<file path="src/design/stack_bytecode_executor_assert.svh">
// Assertion macros for the stack bytecode executor.
// Depends on a clock named clk and an active-low reset named arst_n in the using scope.
`ifndef STACK_BYTECODE_EXECUTOR_ASSERT_SVH
`define STACK_BYTECODE_EXECUTOR_ASSERT_SVH

`ifndef SYNTHESIS

// property that must hold at every clock edge out of reset
`define SBE_ASSERT(label, prop, msg) \
	label: assert property (@(posedge clk) disable iff (!arst_n) (prop)) \
		else $error(msg);

// property whose consequent must hold in the cycle after the antecedent
`define SBE_ASSERT_NEXT(label, ante, cons, msg) \
	label: assert property (@(posedge clk) disable iff (!arst_n) (ante) |=> (cons)) \
		else $error(msg);

`else

`define SBE_ASSERT(label, prop, msg)
`define SBE_ASSERT_NEXT(label, ante, cons, msg)

`endif

`endif

</file>
<file path="src/design/sbe_pkg.sv">
// Shared constants, opcode and status codes for the stack bytecode executor.
// No dependencies; used by the interfaces, the divider, the executor and the testbench.
package sbe_pkg;

	localparam int DATA_W      = 32;
	localparam int STACK_DEPTH = 256;
	// variable count is kept a power of two so the index is the operand's low bits
	localparam int VAR_COUNT   = 256;
	localparam int PC_WIDTH    = 16;

	localparam int SP_W    = $clog2(STACK_DEPTH + 1);
	localparam int SADDR_W = $clog2(STACK_DEPTH);
	localparam int VADDR_W = (VAR_COUNT > 1) ? $clog2(VAR_COUNT) : 1;

	typedef enum logic [3:0] {
		OP_PUSH   = 4'd0,
		OP_ADD    = 4'd1,
		OP_SUB    = 4'd2,
		OP_MUL    = 4'd3,
		OP_DIV    = 4'd4,
		OP_EQ     = 4'd5,
		OP_LESS   = 4'd6,
		OP_SHOW   = 4'd7,
		OP_GETIN  = 4'd8,
		OP_SETVAR = 4'd9,
		OP_GETVAR = 4'd10,
		OP_JFALSE = 4'd11,
		OP_JUMP   = 4'd12,
		OP_NEG    = 4'd13,
		OP_HALT   = 4'd14
	} op_t;

	typedef enum logic [2:0] {
		STS_OK      = 3'd0,
		STS_HALT    = 3'd1,
		STS_OVER    = 3'd2,
		STS_UNDER   = 3'd3,
		STS_DIV0    = 3'd4,
		STS_ILLEGAL = 3'd5
	} status_t;

endpackage

</file>
<file path="src/design/sbe_div.sv">
// Iterative signed divider, one quotient bit per cycle, truncating toward zero.
// Depends on sbe_pkg for the data width.
module sbe_div import sbe_pkg::*; (
	input  logic              clk,
	input  logic              arst_n,
	input  logic              start,
	input  logic [DATA_W-1:0] dividend,
	input  logic [DATA_W-1:0] divisor,
	output logic              done,
	output logic [DATA_W-1:0] quotient
);

	localparam int CNT_W = $clog2(DATA_W);

	logic              busy_q;
	logic              done_q;
	logic [CNT_W-1:0]  cnt_q;
	logic [DATA_W-1:0] rem_q;
	logic [DATA_W-1:0] quo_q;
	logic [DATA_W-1:0] den_q;
	logic              neg_q;

	logic [DATA_W-1:0] num_mag;
	logic [DATA_W-1:0] den_mag;
	logic [DATA_W:0]   rem_sh;
	logic [DATA_W:0]   diff;

	// operand magnitudes; the most negative value maps to its unsigned magnitude
	assign num_mag = dividend[DATA_W-1] ? (DATA_W'(0) - dividend) : dividend;
	assign den_mag = divisor[DATA_W-1] ? (DATA_W'(0) - divisor) : divisor;

	// one restoring step
	assign rem_sh = {rem_q, quo_q[DATA_W-1]};
	assign diff   = rem_sh - {1'b0, den_q};

	always_ff @(posedge clk or negedge arst_n) begin
		if (!arst_n) begin
			busy_q <= 1'b0;
			done_q <= 1'b0;
			cnt_q  <= '0;
			rem_q  <= '0;
			quo_q  <= '0;
			den_q  <= '0;
			neg_q  <= 1'b0;
		end else if (start) begin
			busy_q <= 1'b1;
			done_q <= 1'b0;
			cnt_q  <= CNT_W'(DATA_W - 1);
			rem_q  <= '0;
			quo_q  <= num_mag;
			den_q  <= den_mag;
			neg_q  <= dividend[DATA_W-1] ^ divisor[DATA_W-1];
		end else if (busy_q) begin
			if (!diff[DATA_W]) begin
				rem_q <= diff[DATA_W-1:0];
				quo_q <= {quo_q[DATA_W-2:0], 1'b1};
			end else begin
				rem_q <= rem_sh[DATA_W-1:0];
				quo_q <= {quo_q[DATA_W-2:0], 1'b0};
			end
			cnt_q <= cnt_q - CNT_W'(1);
			if (cnt_q == '0) begin
				busy_q <= 1'b0;
				done_q <= 1'b1;
			end
		end
	end

	// sign fix-up; most negative over minus one wraps back to itself
	assign quotient = neg_q ? (DATA_W'(0) - quo_q) : quo_q;
	assign done     = done_q;

endmodule

</file>
<file path="config.mk">
export PLATFORM = sky130hd
export DESIGN_NAME = sbe_div
export DESIGN_NICKNAME = d
export VERILOG_FILES = /design/src/design/stack_bytecode_executor_assert.svh /design/src/design/sbe_pkg.sv /design/src/design/sbe_div.sv
export SDC_FILE = /design/constraint.sdc
export NUM_CORES = 1
export LEC_CHECK = 0
export BUFFER_PORTS_ARGS = -buffer_cell sky130_fd_sc_hd__buf_2
export CAP_MARGIN = 20
export CORE_ASPECT_RATIO = 1.5
export CORE_MARGIN = 3
export CORE_UTILIZATION = 41
export DETAILED_ROUTE_END_ITERATION = 8
export SKIP_LAST_GASP = 1
export SLEW_MARGIN = 20
export SYNTH_ARGS = -nofsm -noshare
export SYNTH_HDL_FRONTEND = slang
export SYNTH_SLANG_ARGS = --single-unit
export TNS_END_PERCENT = 50
</file>
<file path="constraint.sdc">
create_clock -name clk -period 3.2 [get_ports clk]
set_clock_uncertainty 0.15 [all_clocks]
set_input_delay 0.16 -clock clk [delete_from_list [all_inputs] [get_ports clk]]
set_output_delay 0.16 -clock clk [all_outputs]
set_load 0.1 [all_outputs]
</file>
Word-level counts from Yosys, hierarchy flattened
Cells that the tools add are included.
- bits in registers: 104
- bits in latches: 0
- RAM bits: 0
- ROM bits: 0
- input port bits: 67
- output and inout bits: 33
- logic and storage cells: 34
- memories: 0
- add/sub/neg operators: 5
- multipliers: 0
- divide/modulo/power cells: 0
- $lt $le $gt $ge: 0
- eq/ne operators: 0
- shifts and indexed selects: 0
- mux-type cells: 17
- bitwise operators: 1
- reductions and logical operators: 4
- operators with widths (cell ; number):
    2-to-1 mux 32 bit ; 8
    subtractor 1 x 32 -> 32 bit (first input constant) ; 3
    subtractor 33 x 32 -> 33 bit ; 1
    2-to-1 mux 5 bit ; 2
    2-to-1 mux 1 bit ; 7
    zero test 5 bit ; 1
    subtractor 5 x 1 -> 5 bit (second input constant) ; 1
    nonzero test 2 bit ; 2
    AND reduction 2 bit ; 1
    bitwise XOR 1 bit ; 1

Longest topological paths before layout
- depth in word-level cells: 4
- depth in mapped cells: 15
- depth with buffers taken out: 12

Least setup slack after synthesis
OpenSTA, ideal clock, no wires.
- path type: flip-flop to output port
- from: register quo_q[10]
- to: output quotient[28]
- arrival time: 3.502 ns
- required time: 2.890 ns
- slack: -0.612 ns
- cell stages (with the launch flop): 8
- buffers on the path: 0
- cells stage by stage: dfrtp_1 > or4_4 > or4_4 > or4_4 > nand2b_4 > or4_4 > o31ai_4 > xnor2_1
- word-level cells in the longest chain between the ends: 2
- ends and longest elaborated chain (what ; RTL line ; source):
    start: declaration ; sbe_div.sv:19 ; logic [DATA_W-1:0] quo_q;
    start signal: assignment ; sbe_div.sv:50 ; quo_q <= num_mag;
    start signal: assignment ; sbe_div.sv:56 ; quo_q <= {quo_q[DATA_W-2:0], 1'b1};
    start signal: assignment ; sbe_div.sv:59 ; quo_q <= {quo_q[DATA_W-2:0], 1'b0};
    subtractor 1 x 32 -> 32 bit ; sbe_div.sv:70 ; assign quotient = neg_q ? (DATA_W'(0) - quo_q) : quo_q;
    2-to-1 mux 32 bit ; sbe_div.sv:70 ;
    end: declaration ; sbe_div.sv:10 ; output logic [DATA_W-1:0] quotient
Every way passes these cells.

Worst setup path after layout
- from: register quo_q[6]
- to: output quotient[28]
The elaborated chain is that of the path after synthesis.

==> reports/qor.txt <==
outcome -> complete, but fails checks
failing checks -> hold timing, setup timing
Reg2Reg Depth -> 11
Hold Path End -> den_q[19]
CTS max path bufs -> 2
final core occ -> 55.7%
Reg2Reg Setup Slack -> -0.04 ns
hold slack -> -0.00751 ns
max-cap violations -> 0
origin of the critical flop-to-flop path -> den_q[22]
Tcrit/Tclk final -> 120%
Hold Crit Depth -> 3
Synth Cell Area -> 8560 um^2
PwrDens -> 717 nW/um^2
post-synthesis simple-gate area fraction -> 19.3%
dominant cells by area after synthesis -> dfrtp_1 30%, xnor2_1 6.6%, xor2_1 5.4%
initial antenna violation count -> 0
num rows -> 64
Largest stage delay, worst path -> 0.51 ns
Hold Crit Class -> input pin to flop
main combinational cell family by area after synthesis -> compound AO/OA/AOI/OAI gates
Synth Warn # -> 0
count of different cell masters after synthesis -> 65
post-route ant nets -> 0
top post-synthesis cells by count -> 104 x dfrtp_1, 89 x nor2_1, 87 x o21ai_0
crit-path max FO -> 3
Max VDD drop -> 0.271 mV
adder and majority gate portion of the synthesized area -> 5.64%
syn avg cell area -> 8.20 um^2
share of cells above drive strength 1 -> 26.0%
Synth-to-Final Area Change -> 32.9%
pin count of the biggest net entering global routing -> 105
DRC viols -> 0
TritonCTS buffer count -> 9
critical path capture point type -> primary output
All-Layer GR Usage -> 22.2%
dpl ws -> -0.298 ns
Critical Path RT -> 2.89 ns
routability cong. -> 0.916
Tmin final -> 3.84 ns
NumNets Final -> 1334
most used cell, CP -> or4_4
Clk Latency, worst-skew pair -> 0.36 ns
CTS clk-pin slew, worst paths -> 0.08 ns
Post-synth ARST share -> 100%
Placed Area -> 10100 um^2
Most used DFF post-synth -> dfrtp_1
clock root buffer -> clkbuf_16
Critical R2R Capture -> rem_q[0]
io pins -> 100
Worst Tran Pin Value -> 0.807 ns
hold path start -> divisor[19]
area fraction in compound gates after synthesis -> 24.6%
post-synthesis sequential area ratio -> 30.4%
CTS tree -> built
Leak -> 5.10 nW
number of global-route vias before repair -> 8243
chip width -> 124 um
Post-synth EDFFs -> 0
die height -> 183 um
most common cell in the netlist -> dfrtp_1
critical-path cell list -> nor4_4, nand2b_1, or4_4, or4_4, nand2b_4, or4_4, o31ai_4, xnor2_4, buf_12
via count -> 8385
Starting Density -> 41.9%
DR pass1 iterations -> 5
first-pass GRT wire length -> 40.5 mm
Total Wirelength -> 25.3 mm
final setup fails -> 22
mux contribution to synthesized area -> 3.00%
Final Max Slew Viols -> 0
Total Neg Setup Slack -> -4.44 ns
fill cell count -> 1933
cell taking the most area after synthesis -> dfrtp_1
Yosys reg bits -> 104
H-tree depth -> 3
final hold violations -> 2
crit start category -> flop
core area -> 20400 um^2
Initial DRC Count -> 503
drt wl/cell -> 16.9 um
critical path type -> flop to primary output
Die Area -> 22700 um^2
Synthesized Nets -> 1148
Post-Synth XOR/XNOR Area -> 12.0%
Synth top area share -> 30.4%
setup ws final -> -0.638 ns
RSZ-0062 raised after global routing -> yes
Syn Inst Count -> 1043
clock sinks -> 104
Fmax -> 0.261 GHz
slowest cell on the critical path -> or4_4
buffers added on ports -> 99
antenna fix cells -> 0
Worst EP arrival -> 3.53 ns
Slew headroom -> 46.2%
post-route cell area -> 11400 um^2
GRT overflow -> 0
Final HPWL DP -> 17.9 mm
vias per cell -> 5.60
## worst max-delay path, delay by kind of cell (launching register included)
family	cells	cell delay (ns)
XOR/XNOR	1	0.16
flip-flops	1	0.42
AO/OA/AOI/OAI	1	0.28
AND/OR/NAND/NOR	6	2.13
buffers and inverters	1	0.19
## where the power goes
part           switching, mW  internal, mW  total, mW
Combinational           2.96          2.18       5.14
Clock                  0.578         0.546       1.12
Sequential             0.294          1.59       1.89
## registers in the layout (all words and copies together) (netlist names)
signal and flops:
quo_q 32, cnt_q 5, rem_q 32, den_q 32
busy_q 1, done 1, neg_q 1
## per-stage QoR
stage | total power, mW | std cells | hold slack, ns
final | 8.15 | 1498 | -0.00751
after global routing | 8.68 | 1498 | 0.00518
after floorplan | 4.90 | 1043 | -0.286
after global placement | 6.31 | 1428 | 0.133
after CTS | 7.63 | 1486 | 0.000447
after detailed placement | 6.35 | 1428 | 0.139
## worst max path at each step
stage / endpoint / slack [ns] / from / cells past startpoint
floorplan: quotient[28] / -0.18 / quo_q[10] / 7
global placement: quotient[28] / -0.30 / quo_q[6] / 9
detailed placement: quotient[28] / -0.30 / quo_q[6] / 9
CTS: quotient[28] / -0.62 / quo_q[6] / 9
global route: quotient[28] / -0.77 / quo_q[6] / 9
finish: quotient[28] / -0.64 / quo_q[6] / 9
## area by class of cell
class,instances,area (um^2),area share [%]
Multi-Input combinational cell,826,6020,53.0
Sequential cell,104,2610,22.9
Timing Repair Buffer,239,1940,17.0
Tap cell,264,330,2.90
Clock buffer,9,225,1.98
Inverter,49,184,1.62
Clock inverter,7,66.3,0.583
## cells in the final DEF, fill, tap and decap left out, types with 8 or more instances in the layout
cell type	netlist	final
a211oi_1	16	15
a21o_1	10	10
a21oi_1	85	81
a311oi_1	24	14
a311oi_2	0	10
buf_12	0	17
buf_2	5	84
buf_4	1	93
buf_6	0	9
clkbuf_16	0	10
dfrtp_1	104	102
dlygate4sd3_1	0	35
ha_1	37	28
inv_1	49	44
mux2i_1	20	19
nand2_1	72	70
nand2b_1	15	15
nand3_1	30	23
nor2_1	89	89
nor2b_1	18	18
nor3_1	16	15
nor3b_1	8	8
o21ai_0	87	71
o21ai_2	0	9
o31ai_1	29	28
o41ai_1	16	14
or2_2	8	8
or3_1	12	12
or4_1	15	12
or4_4	5	8
xnor2_1	64	54
xnor2_2	0	8
xor2_1	53	53
## cell families after synthesis
family                   Yosys count
XOR/XNOR                         117
flip-flops                       104
AND/OR/NAND/NOR                  323
AO/OA/AOI/OAI                    323
adder cells (fa/ha/maj)           38
multiplexers                      25
buffers and inverters            113
## per-layer routing
layer / vias to the layer above / GRT usage [%] / wire (um)
met4: 0 / 10.7 / 1280
li1: 4161 / - / -
met3: 49 / 2.68 / 749
met2: 151 / 40.1 / 13200
met5: - / 0 / 0
met1: 4024 / 25.4 / 10200
## what timing repair did
action / 4_1_cts / 5_1_grt
hold buffers: 35 / 0
setup endpoints to repair: 45 / 50
pin swaps: 11 / 29
setup buffers: 6 / 9
gates cloned: 1 / 3
resized for setup: 23 / 83
hold endpoints to repair: 140 / 0
Power figures use the tool's default switching activity.
